**src/hw/rtl/sacd_ram.sv**
```systemverilog
module sacd_ram #(
    parameter int WIDTH = 8,
    parameter int DEPTH = 2,
    localparam int ADDR_W = (DEPTH > 1) ? $clog2(DEPTH) : 1
) (
    input  logic              clk,
    input  logic              wr_en,
    input  logic [ADDR_W-1:0] wr_addr,
    input  logic [WIDTH-1:0]  wr_data,
    input  logic              rd_en,
    input  logic [ADDR_W-1:0] rd_addr,
    output logic [WIDTH-1:0]  rd_data
);

    logic [WIDTH-1:0] mem [DEPTH];

    always_ff @(posedge clk)
    begin
        if (wr_en)
        begin
            mem[wr_addr] <= wr_data;
        end
    end

    always_ff @(posedge clk)
    begin
        if (rd_en)
        begin
            rd_data <= mem[rd_addr];
        end
    end

endmodule

```
**config.mk**
```make
export PLATFORM = sky130hd
export DESIGN_NAME = sacd_ram
export DESIGN_NICKNAME = d
export VERILOG_FILES = /design/src/hw/rtl/sacd_ram.sv
export SDC_FILE = /design/constraint.sdc
export NUM_CORES = 1
export LEC_CHECK = 0
export CORE_MARGIN = 2
export CORE_UTILIZATION = 60
export CTS_BUF_LIST = sky130_fd_sc_hd__clkbuf_8
export DETAILED_ROUTE_END_ITERATION = 16
export DONT_BUFFER_PORTS = 1
export PLACE_DENSITY = 0.76
export SYNTH_ARGS = -nofsm -noshare
export SYNTH_HDL_FRONTEND = slang
export SYNTH_SLANG_ARGS = --single-unit
export TNS_END_PERCENT = 1
```
**constraint.sdc**
```tcl
create_clock -name clk -period 3 [get_ports clk]
set_clock_uncertainty 0.1 [all_clocks]
set_input_delay 0.6 -clock clk [delete_from_list [all_inputs] [get_ports clk]]
set_output_delay 0.6 -clock clk [all_outputs]
set_load 0.02 [all_outputs]
```
# Yosys cells after proc, flatten, opt, wreduce, memory -nomap -nowiden
# Memory sizes are Yosys's and may differ from the RTL's. A register that Yosys moved wholly into a read port is not among the register bits.
# Cells that the tools add are included.
# word_totals
n_memories	1
mem_bits_rw	16
ff_bits	0
romBits	0
out_inout_bits	8
elab_cells	3
latchBits	0
# classes
multipliers	0
reduce_logical	0
n_bitwise	0
n_mux	2
n_shift	0
div	0
add_sub_neg	0
order_cmp	0
eq_ne	0
# mem_list
name	depth	width	read_ports	rd_clocked_by_memory_dff	write_ports	line	text
mem	2	8	1	1	1	15	logic [WIDTH-1:0] mem [DEPTH];
# op_table
cell	count
$mux 1	2

# Depth between registers and ports, before layout
# Gate-level depths: netlist of run 1.
# logic_depth
depth_word	2
depth_mapped	2
ltp_nobuf	1

# Worst setup path after synthesis of run 1
# OpenSTA, ideal clock, no wires.
# synth_path
path_type	input-to-reg
from	input port wr_en
to	memory mem[0][0] (enable)
cell_stages	1
arrival_time_ps	1020
path_buffers	0
setup_time_ps	373
slack_ps	1507
required_time_ps	2527
cell_sequence	nor2b_1
# synth_between
elab_chain_cells	2
# synth_rtl
item	line	text
from (decl)	7	input logic wr_en,
$mux 1	19	if (wr_en)
$mux 1 (implied by the code)	21	mem[wr_addr] <= wr_data;
to (decl)	15	
# No other way between the ends.

# Worst setup path after layout of run 1
# layout_path
from	register rd_data[6], read port of mem
to	output port rd_data[6]
# layout_rtl
item	line	text
from (decl)	12	output logic [WIDTH-1:0] rd_data
# No word-level cell between the ends.

==> metrics.yaml, run 1 <==
logic_synthesis:
  ys_seq_area_frac: 0.8336
  synthCells: 35
  synthArstFlopShare: 0
  yosysTopAreaCell: "edfxtp_1"
  synth_common_cells: "edfxtp_1 (24), mux2_4 (8), and2_1 (1), buf_6 (1), nor2b_1 (1)"
  synth_most_common_cell: "edfxtp_1"
  synth.distinct_cells: 5
  ys.warnings.count: 0
  synth_edf_count: 24
  synth_area_sq_um: 864.6
  avgSynthCellArea_sq_um: 24.70
  syn-num-nets: 48
  yosys_register_bits: 24
  synth_flop_cell: "edfxtp_1"
  synth_top_cell_area_share: 0.8336
  synth.area.top_cells: "edfxtp_1 (83%), mux2_4 (14%), buf_6 (1.3%)"
clock_tree:
  cts_tree: "built"
  cts_max_level: 1
  clk_pin_slew_ns: 0.08
  clockBufferDepth: 2
  clock_sinks: 24
  cts_made_buffers: 3
  clockRootBuffer: "clkbuf_8"
  cts_setup_buffers: 0
  cts_hold_buf: 0
  insertion_delay_ns: 0.25
  ctsResizeCount: 0
timing:
  drv_slew: 0
  setup_viol: 0
  min_period_ns: 1.447
  worst_slew_pin_slew_ns: 0.6280
  max_freq_mhz: 690.9
  hold_viol_final: 0
  timing.slew.headroom: 0.5805
  rsz0062_at_grt: "no"
  finalCritPeriodShare: 0.4824
  tns_ns: 0
hold_path:
  hold_path_class: "in -> reg"
die:
  core_sq_um: 1318
  row_count: 13
  dieArea_sq_um: 1761
  ios: 21
  die_w_um: 41.96
  initial_utilization: 0.6562
  dieHeight_um: 41.96
pwr:
  power.share.switching: 0.1655
  pwr-share-seq: 0.586
  p_leak_uw: 0.0003347
  power.density_nw_per_um2: 749.2
  p_int_uw: 589.8
  pwr-share-comb: 0.030
  power.total_uw: 706.8
  clkPwrFrac: 0.384
  ir_drop_mv: 0.8077
  switching_power_uw: 117.0
grt:
  grt_first_pass_wirelength_um: 1455
  antenna_found_initial: 0
  grt_overflow: 0
  first_global_vias: 310
  grtUsageTotal: 0.1152
  grt_max_degree: 15
route:
  drc: 0
  wl_per_cell_um: 18.47
  vias: 318
  drtIter0Drc: 6
  drtAntennaViolNets: 0
  routed_wl_um: 979
  viasPerCell: 6.000
  drtPass1Iterations: 3
final_layout:
  syn2layout_area_growth_pct: 9.117
  register_area_sq_um: 720.7
  multi_input_area_sq_um: 132.6
  fin_area_sq_um: 943.4
  final_cells: 53
  final_nets: 52
  n_fill_cell: 70
  drive_above_1_share: 0.3158
  insertedDiodeCount: 0
setup_path:
  worstPathMaxFanout: 1
  setup.worst_path.class: "reg -> out"
  crit_arrival_ns: 0.75
  startpoint_type: "flip-flop"
  cp-end-kind: "output pin"
  required_ns: 2.30
place:
  dpl-instance-area_sq_um: 872.1
  io_buffers: 0
  place_congestion: 0.6252
  place_inst: 49
run_status:
  outcome: "finished, final reports clean"
job:
  drv_cap: 0
state kept, by name (all words and copies together), names as in the netlist:
| signal | cells |
|---|---|
| mem | 16 |
| rd_data | 8 |
area by class of cell:
class                   instances  share of cell area
multi-input cells              10              0.1406
flip-flops and latches         24              0.7639
well taps                      15             0.01989
clock buffers                   3             0.04377
clock inverters                 1             0.03183
through the flow:
stage | setup WS, ns | util | hold WS, ns
2_1_floorplan | 1.507 | - | 0.4268
3_3_place_gp | 1.466 | 0.6619 | 0.4381
3_5_place_dp | 1.392 | 0.6619 | 0.4352
4_1_cts | 1.542 | 0.7160 | 0.3309
5_1_grt | 1.528 | 0.7160 | 0.3209
6_report | 1.553 | 0.7160 | 0.3350
power groups by stage:
stage,logic (uW),clock network [uW],registers [uW]
2_1_floorplan,22.9,0,419
3_3_place_gp,20.5,0,420
3_5_place_dp,21.7,0,422
4_1_cts,21.7,273,415
5_1_grt,23.0,289,416
6_report,21.4,271,414
per-layer routing:
| layer | part of all wire | track usage |
|---|---|---|
| met4 | 0.012 | 0.03871 |
| met3 | 0.10 | 0.06522 |
| met5 | 0 | 0 |
| met1 | 0.40 | 0.1080 |
| met2 | 0.49 | 0.2063 |
cell usage in the layout, fill, tap and decap left out:
| master | Yosys | layout |
|---|---|---|
| edfxtp_1 | 24 | 24 |
| mux2_4 | 8 | 8 |
| clkbuf_8 | 0 | 3 |
| nor2b_1 | 1 | 1 |
| and2_1 | 1 | 1 |
| bufinv_16 | 0 | 1 |
kinds of logic after synthesis:
group	Yosys count	share of synthesized area
buffers and inverters	1	0.01302
and+or+nand+nor	2	0.01448
muxes	8	0.1389
DFF	24	0.8336
path summary, 6_finish.rpt:
| kind | start | endpoint | slack [ns] | depth (start not counted) |
|---|---|---|---|---|
| worst max register to register | mem[0][5] | rd_data[5] | 1.99 | 1 |
| worst max-delay path | rd_data[6] | rd_data[6] | 1.55 | 0 |
| worst min register to register | mem[1][3] | rd_data[3] | 0.46 | 1 |
| worst min-delay path | wr_data[2] | mem[1][2] | 0.34 | 0 |
No activity file was read; power rests on OpenSTA's default activity.
==> run 2: changes to the inputs <==
- clock period: 3 -> 1.43 ns (I/O delays scaled with it)
==> metrics.yaml, run 2 (synthesized netlist as in run 1, its figures left out) <==
run_status:
  outcome: "finished, final reports clean"  # unchanged
route:
  vias: 343  # was 318
  wl_per_cell_um: 20.27  # was 18.47 um
  routed_wl_um: 1196  # was 979 um
  drtIter0Drc: 9  # was 6
  drc: 0  # unchanged
  drtAntennaViolNets: 0  # unchanged
  viasPerCell: 5.814  # was 6.000
  drtPass1Iterations: 4  # was 3
final_layout:
  layout_common_cells: "edfxtp_1 (24), mux2_4 (8), dlygate4sd3_1 (5), clkbuf_8 (3)"  # was edfxtp_1 (24), mux2_4 (8), clkbuf_8 (3)
  fin_area_sq_um: 1001  # was 943.4 sq um
  layout_commonest_cell: "edfxtp_1"  # unchanged
  drive_above_1_share: 0.2955  # was 0.3158
  final_nets: 58  # was 52
  syn2layout_area_growth_pct: 15.77  # was 9.117%
  insertedDiodeCount: 0  # unchanged
  largest_register_ffs: 16  # unchanged
  largest_registers: "mem: 16 flops, rd_data: 8 flops"  # unchanged
  post-route-util: 0.7597  # was 0.7160
  top_register: "mem"  # unchanged
timing:
  timing.slew.headroom: 0.7628  # was 0.5805
  drv_slew: 0  # unchanged
  worst_slack_ns: 0.2778  # was 1.553 ns
  rsz0062_at_grt: "no"  # unchanged
  hold_viol_final: 0  # unchanged
  finalCritPeriodShare: 0.8057
  min_period_ns: 1.152
  setup_viol: 0  # unchanged
  worst_slew_pin_slew_ns: 0.3557  # was 0.6280 ns
  max_freq_mhz: 867.9
  tns_ns: 0  # unchanged
pwr:
  pwr-share-seq: 0.579  # was 0.586
  pwr-share-comb: 0.040  # was 0.030
  ir_drop_mv: 1.076  # was 0.8077 mV
  power.share.switching: 0.1699  # was 0.1655
  p_int_uw: 1249  # was 589.8 uW
  switching_power_uw: 255.7  # was 117.0 uW
  power.density_nw_per_um2: 1503  # was 749.2 nW/um^2
  clkPwrFrac: 0.381  # was 0.384
  p_leak_uw: 0.0003607  # was 0.0003347 uW
grt:
  grtUsageMet3: 0.1000  # was 0.06522
  gr-usage-met1: 0.1169  # was 0.1080
  grtUsageTotal: 0.1425  # was 0.1152
  grt_first_pass_wirelength_um: 1662  # was 1455 um
  grt_max_degree: 15  # unchanged
  antenna_found_initial: 0  # unchanged
  grt_overflow: 0  # unchanged
  busiest_layer: "met2"  # unchanged
  first_global_vias: 354  # was 310
  grt_util_met2: 0.2344  # was 0.2063
die:
  initial_utilization: 0.6562  # unchanged
  dieHeight_um: 41.96  # unchanged
  ios: 21  # unchanged
  die_w_um: 41.96  # unchanged
  core_sq_um: 1318  # unchanged
  dieArea_sq_um: 1761  # unchanged
  row_count: 13  # unchanged
setup_path:
  r2r_setup_slack_ns: 0.39  # was 1.99 ns
  setup.worst_path.class: "reg -> out"  # unchanged
  required_ns: 1.04  # was 2.30 ns
  worstPathMaxFanout: 1  # unchanged
  crit_arrival_ns: 0.77  # was 0.75 ns
  cp-end-kind: "output pin"  # unchanged
  startpoint_type: "flip-flop"  # unchanged
clock_tree:
  cts_tree: "built"  # unchanged
  cts_max_level: 1  # unchanged
  ctsResizeCount: 0  # unchanged
  insertion_delay_ns: 0.26  # was 0.25 ns
  clock_sinks: 24  # unchanged
  cts_made_buffers: 3  # unchanged
  clockRootBuffer: "clkbuf_8"  # unchanged
  clockBufferDepth: 2  # unchanged
  clk_pin_slew_ns: 0.08  # about the same
place:
  io_buffers: 0  # unchanged
  dpl-instance-area_sq_um: 879.6  # was 872.1 sq um
  place_congestion: 0.6138  # was 0.6252
  dpl_worst_slack_ns: 0.3550  # was 1.392 ns
hold_path:
  hold_path_class: "in -> reg"  # unchanged
job:
  drv_cap: 0  # unchanged
==> run 2: cell count changes in the layout (fill, tap and decap cells not counted), sizes merged <==
cell and delta:
buf +1, dlygate4sd3 +5
==> run 2: metal layers <==
metal,share of wire,vias to the layer above
li1,-,156
met1,0.38,160
met2,0.52,27
met3,0.10,0
met4,0,0
met5,0,-
==> run 2: path summary, 6_finish.rpt <==
kind / start / endpoint / depth (start not counted)
setup / recovery: rd_data[5] / rd_data[5] / 0
hold / removal: wr_data[3] / mem[1][3] / 0
setup reg to reg: mem[0][2] / rd_data[2] / 1
hold reg to reg: mem[1][7] / rd_data[7] / 1
==> run 2: power groups by stage <==
stage	clock (uW)	sequential (uW)	combinational (uW)
2_1_floorplan	0	879	48.1
3_3_place_gp	0	881	45.2
3_5_place_dp	0	887	47.8
4_1_cts	581	871	48.2
5_1_grt	611	876	65.9
6_report	573	871	60.5
==> run 2: layout make-up <==
type	count	area [sq um]
sequential	24	720.7
fill	64	316.6
multi-input combinational	10	132.6
timing repair buffer	6	57.56
clock buffer	3	41.29
clock inverter	1	30.03
tap	15	18.77
==> run 2: what timing repair did <==
action,CTS,global route
hold buffers,0,5
endpoints found under the setup margin,0,0
hold endpoints to repair,0,9
setup buffers,0,0
==> run 2: per-stage QoR <==
step                      hold WS (ns)  total power [uW]  cells
after floorplan                 0.2849             926.8     35
after global placement          0.2850             926.6     50
after detailed placement        0.2850             934.5     50
after CTS                     0.008447              1500     54
after global routing          0.006173              1553     59
final                          0.02036              1505     59
