### src/hw/rtl/sacd_pkg.sv
package sacd_pkg;

    localparam int DEF_SET_BITS  = 7;
    localparam int DEF_LINE_BITS = 5;
    localparam int DEF_WAYS      = 8;
    localparam int DEF_ADDR_BITS = 32;

    typedef struct packed {
        logic        mode;
        logic [31:0] address;
    } req_t;

    typedef struct packed {
        logic        hit;
        logic [6:0]  set_index;
        logic [2:0]  way;
        logic        writeback;
        logic [31:0] writeback_address;
        logic [31:0] fill_address;
    } rsp_t;

    typedef enum logic [1:0] {
        ST_CLEAR,
        ST_IDLE,
        ST_LOOKUP
    } state_t;

    localparam logic MODE_WRITE = 1'b1;

    function automatic int tag_width(int addr_bits, int set_bits, int line_bits);
        int w;
        w = addr_bits - set_bits - line_bits;
        return (w > 0) ? w : 1;
    endfunction

    function automatic int way_width(int ways);
        return (ways > 1) ? $clog2(ways) : 1;
    endfunction

    function automatic int set_width(int set_bits);
        return (set_bits > 0) ? set_bits : 1;
    endfunction

    function automatic int row_width(int addr_bits, int set_bits, int line_bits, int ways);
        return ways * (tag_width(addr_bits, set_bits, line_bits) + 2 + way_width(ways));
    endfunction

endpackage

### src/hw/rtl/sacd_lookup.sv
module sacd_lookup #(
    parameter int SET_BITS  = sacd_pkg::DEF_SET_BITS,
    parameter int LINE_BITS = sacd_pkg::DEF_LINE_BITS,
    parameter int WAYS      = sacd_pkg::DEF_WAYS,
    parameter int ADDR_BITS = sacd_pkg::DEF_ADDR_BITS,
    localparam int ROW_W = sacd_pkg::row_width(ADDR_BITS, SET_BITS, LINE_BITS, WAYS)
) (
    input  sacd_pkg::req_t   req,
    input  logic [ROW_W-1:0] row_rd,
    output logic [ROW_W-1:0] row_wr,
    output logic [ROW_W-1:0] row_init,
    output sacd_pkg::rsp_t   res
);
    import sacd_pkg::*;

    localparam int TAG_W   = tag_width(ADDR_BITS, SET_BITS, LINE_BITS);
    localparam int WAY_W   = way_width(WAYS);
    localparam int SET_W   = set_width(SET_BITS);
    localparam int TAG_SH  = SET_BITS + LINE_BITS;
    localparam int VAL_OFF = WAYS * TAG_W;
    localparam int DIR_OFF = VAL_OFF + WAYS;
    localparam int ORD_OFF = DIR_OFF + WAYS;
    localparam logic [SET_W-1:0] SET_MASK = SET_W'((1 << SET_BITS) - 1);

    logic [ADDR_BITS-1:0] addr;
    logic [SET_W-1:0]     set_idx;
    logic [TAG_W-1:0]     tag;
    logic [TAG_W-1:0]     tags [WAYS];
    logic [TAG_W-1:0]     tags_n [WAYS];
    logic [WAYS-1:0]      valid;
    logic [WAYS-1:0]      valid_n;
    logic [WAYS-1:0]      dirty;
    logic [WAYS-1:0]      dirty_n;
    logic [WAY_W-1:0]     order [WAYS];
    logic [WAY_W-1:0]     order_n [WAYS];
    logic                 hit;
    logic [WAY_W-1:0]     way;
    logic [WAY_W-1:0]     pos;
    logic                 wb;
    logic [ADDR_BITS-1:0] wb_addr;
    logic [ADDR_BITS-1:0] fill_addr;

    always_comb
    begin
        addr    = req.address[ADDR_BITS-1:0];
        set_idx = SET_W'(addr >> LINE_BITS) & SET_MASK;
        tag     = TAG_W'(addr >> TAG_SH);

        for (int w = 0; w < WAYS; w++)
        begin
            tags[w]  = row_rd[w*TAG_W +: TAG_W];
            valid[w] = row_rd[VAL_OFF + w];
            dirty[w] = row_rd[DIR_OFF + w];
            order[w] = row_rd[ORD_OFF + w*WAY_W +: WAY_W];
        end

        // parallel tag compare, lowest matching way wins
        hit = 1'b0;
        way = '0;
        for (int w = 0; w < WAYS; w++)
        begin
            if (!hit && valid[w] && tags[w] == tag)
            begin
                hit = 1'b1;
                way = WAY_W'(w);
            end
        end
        if (!hit)
        begin
            way = order[0];
        end

        wb        = !hit && valid[way] && dirty[way];
        wb_addr   = wb ? ((ADDR_BITS'(tags[way]) << TAG_SH) |
                          (ADDR_BITS'(set_idx) << LINE_BITS)) : '0;
        fill_addr = hit ? '0 : ((addr >> LINE_BITS) << LINE_BITS);

        for (int w = 0; w < WAYS; w++)
        begin
            tags_n[w] = tags[w];
        end
        valid_n = valid;
        dirty_n = dirty;
        if (!hit)
        begin
            tags_n[way]  = tag;
            valid_n[way] = 1'b1;
            dirty_n[way] = 1'b0;
        end
        if (req.mode == MODE_WRITE)
        begin
            dirty_n[way] = 1'b1;
        end

        // move the used way to the most recent end
        pos = '0;
        for (int i = 0; i < WAYS; i++)
        begin
            if (order[i] == way)
            begin
                pos = WAY_W'(i);
            end
        end
        for (int i = 0; i < WAYS - 1; i++)
        begin
            order_n[i] = (i < int'(pos)) ? order[i] : order[i+1];
        end
        order_n[WAYS-1] = way;

        for (int w = 0; w < WAYS; w++)
        begin
            row_wr[w*TAG_W +: TAG_W]            = tags_n[w];
            row_wr[VAL_OFF + w]                 = valid_n[w];
            row_wr[DIR_OFF + w]                 = dirty_n[w];
            row_wr[ORD_OFF + w*WAY_W +: WAY_W]  = order_n[w];
            row_init[w*TAG_W +: TAG_W]           = '0;
            row_init[VAL_OFF + w]                = 1'b0;
            row_init[DIR_OFF + w]                = 1'b0;
            row_init[ORD_OFF + w*WAY_W +: WAY_W] = WAY_W'(w);
        end

        res.hit               = hit;
        res.set_index         = 7'(set_idx);
        res.way               = 3'(way);
        res.writeback         = wb;
        res.writeback_address = 32'(wb_addr);
        res.fill_address      = 32'(fill_addr);
    end

endmodule

### config.mk
export PLATFORM = sky130hd
export DESIGN_NAME = sacd_lookup
export DESIGN_NICKNAME = d
export VERILOG_FILES = /design/src/hw/rtl/sacd_pkg.sv /design/src/hw/rtl/sacd_lookup.sv
export SDC_FILE = /design/constraint.sdc
export NUM_CORES = 1
export LEC_CHECK = 0
export ABC_CLOCK_PERIOD_IN_PS = 4000
export BUFFER_PORTS_ARGS = -buffer_cell sky130_fd_sc_hd__buf_2
export CORE_AREA = 8 8 271 273
export DETAILED_ROUTE_END_ITERATION = 10
export DIE_AREA = 0 0 279 281
export GPL_ROUTABILITY_DRIVEN = 0
export SLEW_MARGIN = 25
export SYNTH_ARGS = -nofsm -noshare
export SYNTH_HDL_FRONTEND = slang
export SYNTH_SLANG_ARGS = --single-unit
### constraint.sdc
create_clock -name vclk -period 4
set_input_delay 0.2 -clock vclk [all_inputs]
set_output_delay 0.2 -clock vclk [all_outputs]
set_load 0.05 [all_outputs]
# Yosys cells after proc, flatten, opt, wreduce, memory -nomap -nowiden
# Index checks and enable logic that the tools add are counted.
# classes
addsub,0
mul,0
n_div,0
n_lt_le_gt_ge,11
eq_ne,15
n_shift,0
mux,48
n_bitwise,6
n_reduce_logical,27
# ops
op,count
$bwmux 160,1
$eq 20x20->1,8
$mux 160,1
$mux 32,2
$bmux 20 s3,1
$demux 20 s3,1
$mux 20,3
$mux 3,18
$or 32x12->32,1
$mux 8,3
$eq 3x3->1,7
$logic_and 1x1->1,19
$or 8x8->8,2
$mux 1,13
$lt 3x3->1 const A,3
$and 8x8->8,1
$logic_not 1->1,8
$not 8->8,1
$bmux 1 s3,2
$lt 1x3->1 const A,2
$lt 2x3->1 const A,2
$ge 4x4->1 const B,1
$lt 3x4->1 const B,1
$lt 4x1->1 const B,1
other kinds (4),5
# word_totals
register_bits,0
latchBits,0
ram_bits,0
mem_bits_ro,0
inputBits,233
word_cells,107
n_memories,0

# Logic depth before layout (Yosys ltp)
# Gate-level depths: netlist of run 1.
# depth
ltp_word,42
depth_mapped,17
depth_no_buf,12

# Worst setup path after synthesis of run 1
# OpenSTA, ideal clock, no wires.
# synth_path
path_type,input port to output port
startpoint,in req[26] (netlist name)
endpoint,out res[44] (netlist name)
t_arrival_ns,4.119
path_slack_ns,-0.319
path_stages,13
n_path_buf,2
cell_sequence,buf_4 -> xor2_1 -> nor4_1 -> nand4_1 -> o2bb2ai_1 -> o211ai_1 -> nand3_2 -> inv_1 -> nand3_1 -> o2111ai_1 -> or4_1 -> buf_2 -> nor4_1
# synth_rtl
element,line,source
"start, declared",sacd_lookup.sv:8,"input sacd_pkg::req_t req,"
"end, declared",sacd_lookup.sv:12,output sacd_pkg::rsp_t res

==> summary.md, run 1 <==
| Metric | Value |
|---|---|
| Status | `finished, violations left` |
| Failing checks | `negative setup slack` |
| Total power | `0.00334 W` |
| Clock power frac | `0%` |
| Drt total wl | `77200 um` |
| Final Hold Viols | `0` |
| Multi-input combinational cell area | `7280 um^2` |
| CP max FO | `10` |
| Fin crit share | `103%` |
| Netlist Area Pre-Place | `7940 um^2` |
| Switching part of the total power | `66.6%` |
| Pre-CTS setup slack | `-0.612 ns` |
| Initial DRC count | `463` |
| Slew Limit Fails | `0` |
| Setup_tns | `-0.634 ns` |
| RSZ-0062 raised after global routing | `true` |
| Area leader, netlist | `mux2_2` |
| Vias per inst | `3.88` |
| IO Count | `709` |
| DRC | `0` |
| Sw power | `0.00222 W` |
| Via Count | `10200` |
| Post-synth cell types | `55` |
| CP arrival | `3.90 ns` |
| Buf/Inv on CP | `8` |
| Slowest-stage cell, CP | `or4_4` |
| Pint | `0.00112 W` |
| Sequential fraction of the synthesis area | `0%` |
| Critical path class | `in2out` |
| Slew @ Worst Pin | `0.586 ns` |
| Yosys warns | `0` |
| Lkg Pwr | `6.92 nW` |
| Most frequent CP cell | `buf_4` |
| Max-cap viol count | `0` |
| Fmax | `0.244 GHz` |
| Drt wl/cell | `29.3 um` |
| Port bufs | `494` |
| Top cells by area, synth | `mux2_2 (24%), buf_4 (23%), xnor2_1 (14%)` |
| Count leader, synth | `buf_4` |
| Final worst slack | `-0.101 ns` |
| Startpoint Class | `input port` |
| Worst EP required | `3.80 ns` |
| Initial antenna violation count | `23` |
| CP Capture Type | `output pin` |
| DP HPWL | `66300 um` |
| Delay-heaviest family, CP | `simple AND/OR/NAND/NOR gates` |
| Reg power frac | `0%` |
| Largest net degree at the start of global routing | `21` |
| Vias in the first global route | `10800` |
| Post-Synthesis Cells | `981` |
| Fillers | `7724` |
| Number of routed nets with antenna violations | `0` |
| Core area | `69300 um^2` |
| Remaining Overflow, GRT | `0` |
| Die Area | `78400 um^2` |
| Initial core utilization | `11.5%` |
| Final #Nets | `1922` |
| Layout cell share with drive strength beyond 1 | `64.9%` |
| Synth top area share | `23.7%` |
| Die H | `281 um` |
| PwrDens | `226 nW/um^2` |
| DR pass1 iterations | `5` |
| Crit-path cells | `buf_8, buf_4, clkbuf_16, buf_4, xor2_1, nor4_2, nand4_1, nand4_1, or3_4, nand2_8, inv_8, nand3_2, o22ai_1, or4_4, buf_12, nor4_2, buf_4, buf_12` |
| Post-Syn Area per Cell | `8.09 um^2` |
| Layout Cells excl Fill | `2632` |
| Final setup vio count | `15` |
| Cts hold-fix bufs | `0` |
| Slew margin rel. | `60.9%` |
| Die Span X | `279 um` |
| FF/Latch Area | `0 um^2` |
| Clkbuf count | `0` |
| Hold Slack | `0.704 ns` |
| VDD IR-drop max | `0.117 mV` |
| Min-delay worst type | `in2out` |
| Cells after DPL | `2606` |
| All-Layer GR Usage | `18.0%` |
| Site Rows | `97` |
| Global-route wire length before repair | `97900 um` |
| Seq cells | `0` |
| Synth top cells by count | `buf_4 (240), mux2_2 (167), xnor2_1 (123), xor2_1 (52), o22ai_1 (49)` |
| Area delta synth->final | `86.4%` |
| Post-route minimum period | `4.10 ns` |
| Slowest stage delay, CP | `0.58 ns` |
| Comb pwr share | `100.0%` |
layout by cell type (no fill, tap or decap), drive strengths merged, types with 6 or more instances in the layout:
cell	instances
buf	793
conb	210
mux2	175
xnor2	124
xor2	52
o22ai	49
nor4	36
nand4	30
and2	25
nand2	24
inv	23
nand3	21
nor2	19
o22a	16
o221ai	16
o21ai	10
nand2b	8
a22o	8
clkbuf	7
or4	6
what timing repair did:
item,CTS,global route
hold endpoints to repair,0,0
gates resized for setup,112,104
setup buffers,10,11
endpoints found under the setup margin,209,102
pin swaps,25,27
cloned,2,3
layout make-up:
type | count | area share [%]
multi-input cells | 862 | 49.2
repair buffers | 801 | 42.1
well taps | 940 | 7.95
inverters | 24 | 0.676
diodes | 5 | 0.0846
kinds of logic (layout without fill, tap and decap cells):
kind of cell              count (synthesis)  after routing  synth area share, %
AOI/OAI and AO/OA                       120            120                 11.3
xor gates and xnor gates                176            176                 19.5
buffers and inverters                   327            825                 28.9
other                                     2            215               0.0946
and+or+nand+nor                         181            181                 15.4
muxes                                   175            175                 24.8
through the flow:
| step | util [%] | area, um^2 |
|---|---|---|
| after floorplan | - | 8720 |
| after global placement | 19.4 | 13400 |
| after detailed placement | 19.4 | 13400 |
| after CTS | 20.5 | 14200 |
| after global routing | 21.3 | 14800 |
| final | 21.4 | 14800 |
per-layer routing:
layer	wire, um	track usage, %	vias to the layer above	part of all wire, %
li1	-	-	4464	-
met3	4700	2.87	97	6.1
met4	1540	2.42	6	2.0
met2	37600	32.6	667	49
met1	33400	22.8	4965	43
met5	38	0	-	0.049
power by group through the flow:
stage               clock network, W  logic (W)  registers (W)
global route                       0    0.00347              0
finish                0.000000000134    0.00334              0
detailed placement                 0    0.00313              0
floorplan                          0    0.00202              0
CTS                                0    0.00327              0
global placement                   0    0.00314              0
worst paths after layout:
kind / start / end / slack [ns] / depth (start not counted)
worst max-delay path: req[29] / res[47] / -0.10 / 18
worst min-delay path: req[8] / res[71] / 0.70 / 2
Power figures use the tool's default switching activity.
==> run 2, diff against run 1 <==
--- a/config.mk
+++ b/config.mk
@@ -7,10 +7,11 @@
 export LEC_CHECK = 0
 export ABC_CLOCK_PERIOD_IN_PS = 4000
 export BUFFER_PORTS_ARGS = -buffer_cell sky130_fd_sc_hd__buf_2
-export CORE_AREA = 8 8 271 273
+export CORE_AREA = 2 2 272 274
 export DETAILED_ROUTE_END_ITERATION = 10
-export DIE_AREA = 0 0 279 281
+export DIE_AREA = 0 0 274 276
 export GPL_ROUTABILITY_DRIVEN = 0
+export SKIP_LAST_GASP = 1
 export SLEW_MARGIN = 25
 export SYNTH_ARGS = -nofsm -noshare
 export SYNTH_HDL_FRONTEND = slang
==> summary.md, run 2 (synthesized netlist as in run 1, its figures left out) <==
| Metric | Value |
|---|---|
| Status | `finished, violations left` |
| Failing checks | `negative setup slack` |
| Area delta synth->final | `91.2%` |
| Die Area | `75600 um^2` |
| RSZ-0062 raised after global routing | `true` |
| Final Util | `20.9%` |
| DP HPWL | `60200 um` |
| Core area | `72600 um^2` |
| Initial DRC count | `493` |
| Number of routed nets with antenna violations | `0` |
| Via Count | `10100` |
| Slowest stage delay, CP | `0.62 ns` |
| Initial antenna violation count | `8` |
| Hold wc startpoint | `req[5]` |
| Final setup vio count | `66` |
| Port bufs | `494` |
| DR pass1 iterations | `5` |
| Switching part of the total power | `65.4%` |
| Seq cells | `0` |
| Lkg Pwr | `6.99 nW` |
| All-Layer GR Usage | `18.1%` |
| Layout cell share with drive strength beyond 1 | `64.1%` |
| Cells after DPL | `2555` |
| Vias per inst | `3.88` |
| Remaining Overflow, GRT | `0` |
| IO Count | `709` |
| Fmax | `0.241 GHz` |
| Max-cap viol count | `0` |
| Vias in the first global route | `9866` |
| Clkbuf count | `0` |
| Commonest non-fill, non-tap cell in the layout | `buf_2` |
| Final #Nets | `1884` |
| Fin crit share | `104%` |
| Fillers | `8002` |
| Hold Slack | `0.702 ns` |
| Crit-path cells | `buf_2, buf_6, xnor2_4, nand4_1, nor4_4, nand4_1, buf_4, nand4_1, o21bai_4, inv_4, nand3_1, a21oi_1, or4_4, buf_12, buf_16, buf_4, nor4_4, buf_12` |
| Largest net degree at the start of global routing | `30` |
| WHS Endpoint | `res[68]` |
| Slew @ Worst Pin | `0.739 ns` |
| CP Capture Type | `output pin` |
| Multi-input combinational cell area | `7330 um^2` |
| CP arrival | `3.95 ns` |
| Pint | `0.00119 W` |
| Initial core utilization | `10.9%` |
| Most frequent CP cell | `nand4_1` |
| VDD IR-drop max | `0.127 mV` |
| Startpoint Class | `input port` |
| Most frequent cells in the layout | `buf_2 (353), buf_4 (230), conb_1 (210), mux2_2 (162), xnor2_1 (101)` |
| Sw power | `0.00224 W` |
| Drt wl/cell | `28.5 um` |
| Site Rows | `99` |
| Slew margin rel. | `50.3%` |
| Slowest-stage cell, CP | `or4_4` |
| Min-delay worst type | `in2out` |
| Final worst slack | `-0.150 ns` |
| Final Hold Viols | `0` |
| FF/Latch Area | `0 um^2` |
| Worst EP required | `3.80 ns` |
| Reg power frac | `0%` |
| Layout Cells excl Fill | `2615` |
| Die Span X | `274 um` |
| Critical path class | `in2out` |
| Die H | `276 um` |
| Clock power frac | `0%` |
| Global-route wire length before repair | `93000 um` |
| Slew Limit Fails | `0` |
| Drt total wl | `74500 um` |
| DRC | `0` |
| CP max FO | `11` |
| Comb pwr share | `100.0%` |
| PwrDens | `226 nW/um^2` |
| Worst hold path stage count | `2` |
| Post-route minimum period | `4.15 ns` |
run 2: per-layer routing:
metal  GRT usage [%]  share of wire (%)  vias up
met1            22.9                 42     4963
met5               0              0.028        -
met4            4.26                2.7        4
met2            32.1                 49      671
met3            2.70                6.2      104
li1                -                  -     4399
run 2: area by class of cell:
type,count,share of cell area (%)
Multi-Input combinational cell,862,48.3
Timing Repair Buffer,763,43.0
Tap cell,959,7.90
Inverter,24,0.725
Antenna cell,7,0.115
run 2: worst max path at each step:
stage	endpoint	slack (ns)	cells after the start	from
2_1_floorplan	res[44]	-0.32	13	req[26]
3_3_place_gp	res[63]	-1.42	18	req[14]
3_5_place_dp	res[47]	-0.89	18	req[14]
4_1_cts	res[63]	-0.25	19	req[26]
5_1_grt	res[63]	-0.27	18	req[26]
6_report	res[63]	-0.15	18	req[25]
run 2: timing repair:
item                                    CTS  global route
buffers inserted                         31            26
pin swaps                                34            27
resized for setup                       213           172
gates cloned                              7             4
endpoints found under the setup margin  225           209
hold buffers                              0             0
run 2: metrics by stage:
| step | setup TNS (ns) | worst slack, ns | instance area, um^2 | total power [W] |
|---|---|---|---|---|
| 5_1_grt | -15.10 | -0.273 | 15200 | 0.00355 |
| 6_report | -3.69 | -0.150 | 15200 | 0.00343 |
| 4_1_cts | -16.57 | -0.251 | 14200 | 0.00331 |
| 2_1_floorplan | -2.56 | -0.319 | 8720 | 0.00202 |
| 3_5_place_dp | -144.12 | -0.894 | 12900 | 0.00306 |
| 3_3_place_gp | -253.70 | -1.42 | 12900 | 0.00305 |
run 2: power groups by stage:
stage                     clock network [W]  registers (W)  logic (W)
after CTS                                 0              0    0.00331
after global routing        0.0000000000315              0    0.00355
after floorplan                           0              0    0.00202
after global placement                    0              0    0.00305
final                       0.0000000000620              0    0.00343
after detailed placement                  0              0    0.00306
run 2: worst max-delay path, delay by kind of cell:
kind	cells	cell delay (ns)
AND/OR/NAND/NOR	7	2.02
buffers and inverters	8	1.19
XOR/XNOR	1	0.23
AO/OA/AOI/OAI	2	0.28
==> run 3, diff against run 2 <==
--- a/config.mk
+++ b/config.mk
@@ -7,9 +7,9 @@
 export LEC_CHECK = 0
 export ABC_CLOCK_PERIOD_IN_PS = 4000
 export BUFFER_PORTS_ARGS = -buffer_cell sky130_fd_sc_hd__buf_2
-export CORE_AREA = 2 2 272 274
+export CORE_AREA = 4 4 278 280
 export DETAILED_ROUTE_END_ITERATION = 10
-export DIE_AREA = 0 0 274 276
+export DIE_AREA = 0 0 282 284
 export GPL_ROUTABILITY_DRIVEN = 0
 export SKIP_LAST_GASP = 1
 export SLEW_MARGIN = 25
==> summary.md, run 3 (synthesized netlist as in run 1, its figures left out) <==
| Metric | Value |
|---|---|
| Status | `finished, violations left` |
| Core area | `74400 um^2` |
| Clkbuf count | `0` |
| Top layer in use | `met5` |
| Pre-CTS setup slack | `-0.774 ns` |
| PwrDens | `233 nW/um^2` |
| Vias per inst | `3.86` |
| DP HPWL | `63600 um` |
| Slew Limit Fails | `0` |
| Die H | `284 um` |
| Crit-path cells | `buf_2, xnor2_2, buf_4, nand4_1, nor4_2, buf_4, nand4_1, nand4_1, o21bai_4, clkinv_4, or4_4, a21o_1, o2111ai_1, or4_4, clkbuf_16, buf_8, nor4_4, buf_4, buf_12` |
| FF/Latch Area | `0 um^2` |
| IO Count | `709` |
| Slowest-stage cell, CP | `or4_4` |
| CP arrival | `3.91 ns` |
| Final #Nets | `1851` |
| Drt wl/cell | `29.6 um` |
| Placed Area | `12700 um^2` |
| Vias in the first global route | `10100` |
| Fin crit share | `103%` |
| Max-cap viol count | `0` |
| Number of routed nets with antenna violations | `0` |
| Most frequent cells in the layout | `buf_2 (430), conb_1 (210), buf_4 (193), mux2_2 (167), xnor2_1 (98)` |
| Multi-input combinational cell area | `7120 um^2` |
| Clock power frac | `0%` |
| Met2 Wirelength | `36500 um` |
| Initial core utilization | `10.7%` |
| Cts hold-fix bufs | `0` |
| CP Capture Type | `output pin` |
| Port bufs | `494` |
| Slowest stage delay, CP | `0.56 ns` |
| Site Rows | `100` |
| VDD IR-drop max | `0.106 mV` |
| Slew @ Worst Pin | `0.572 ns` |
| Initial antenna violation count | `25` |
| DR pass1 iterations | `4` |
| WL met3 | `5790 um` |
| Initial DRC count | `572` |
| Fmax | `0.243 GHz` |
| Commonest non-fill, non-tap cell in the layout | `buf_2` |
| Final worst slack | `-0.114 ns` |
| Comb pwr share | `100.0%` |
| Switching part of the total power | `68.6%` |
| Seq cells | `0` |
| Fillers | `8391` |
| Final setup vio count | `44` |
| All-Layer GR Usage | `17.7%` |
| Sw power | `0.00222 W` |
| Final instance area | `13900 um^2` |
| Largest net degree at the start of global routing | `22` |
| M1 WL | `32500 um` |
| CP max FO | `9` |
| Die Area | `80100 um^2` |
| Delay-heaviest family, CP | `simple AND/OR/NAND/NOR gates` |
| Total power | `0.00323 W` |
| Lkg Pwr | `6.44 nW` |
| Final Util | `18.7%` |
| Pint | `0.00101 W` |
| Worst EP required | `3.80 ns` |
| Failing checks | `negative setup slack` |
| Area delta synth->final | `75.0%` |
| DRC | `0` |
| Layout cell share with drive strength beyond 1 | `61.9%` |
| Die Span X | `282 um` |
| Buf/Inv on CP | `8` |
| Via Count | `9998` |
| Remaining Overflow, GRT | `0` |
| Slew margin rel. | `61.8%` |
| Global-route wire length before repair | `95800 um` |
| Startpoint Class | `input port` |
| Critical path class | `in2out` |
| Min-delay worst type | `in2out` |
| Drt total wl | `76800 um` |
| RSZ-0062 raised after global routing | `true` |
| Post-route minimum period | `4.11 ns` |
| Reg power frac | `0%` |
| Final Hold Viols | `0` |
run 3: power groups by stage:
| stage | Combinational, W | Sequential (W) | Clock [W] |
|---|---|---|---|
| 2_1_floorplan | 0.00202 | 0 | 0 |
| 3_3_place_gp | 0.00304 | 0 | 0 |
| 3_5_place_dp | 0.00304 | 0 | 0 |
| 4_1_cts | 0.00314 | 0 | 0 |
| 5_1_grt | 0.00336 | 0 | 0 |
| 6_report | 0.00323 | 0 | 0.000000000246 |
run 3: cell type report:
class / instances / area share [%]
inverters: 24 / 0.721
repair buffers: 730 / 39.2
multi-input cells: 862 / 51.2
well taps: 969 / 8.73
diodes: 8 / 0.144
run 3: worst paths after layout:
kind / start / to / slack (ns) / cells past startpoint
max: req[30] / res[47] / -0.11 / 19
min: req[7] / res[70] / 0.70 / 2
run 3: through the flow:
step	hold slack [ns]	TNS, ns	instances
finish	0.703	-2.06	2593
global route	0.711	-7.51	2585
CTS	0.703	-1.20	2574
detailed placement	0.703	-108.94	2564
global placement	0.704	-102.53	2564
floorplan	0.567	-2.56	1189
run 3: routing by layer:
layer,GRT usage (%),vias to the layer above
met5,0,-
met4,2.97,6
met3,3.04,103
met2,30.9,709
met1,22.9,4846
li1,-,4334
run 3: what timing repair did:
item | 4_1_cts | 5_1_grt
hold endpoints to repair | 0 | 0
endpoints found under the setup margin | 232 | 168
gates resized for setup | 67 | 106
gates cloned | 1 | 3
buffers inserted | 9 | 11
pin swaps | 13 | 39
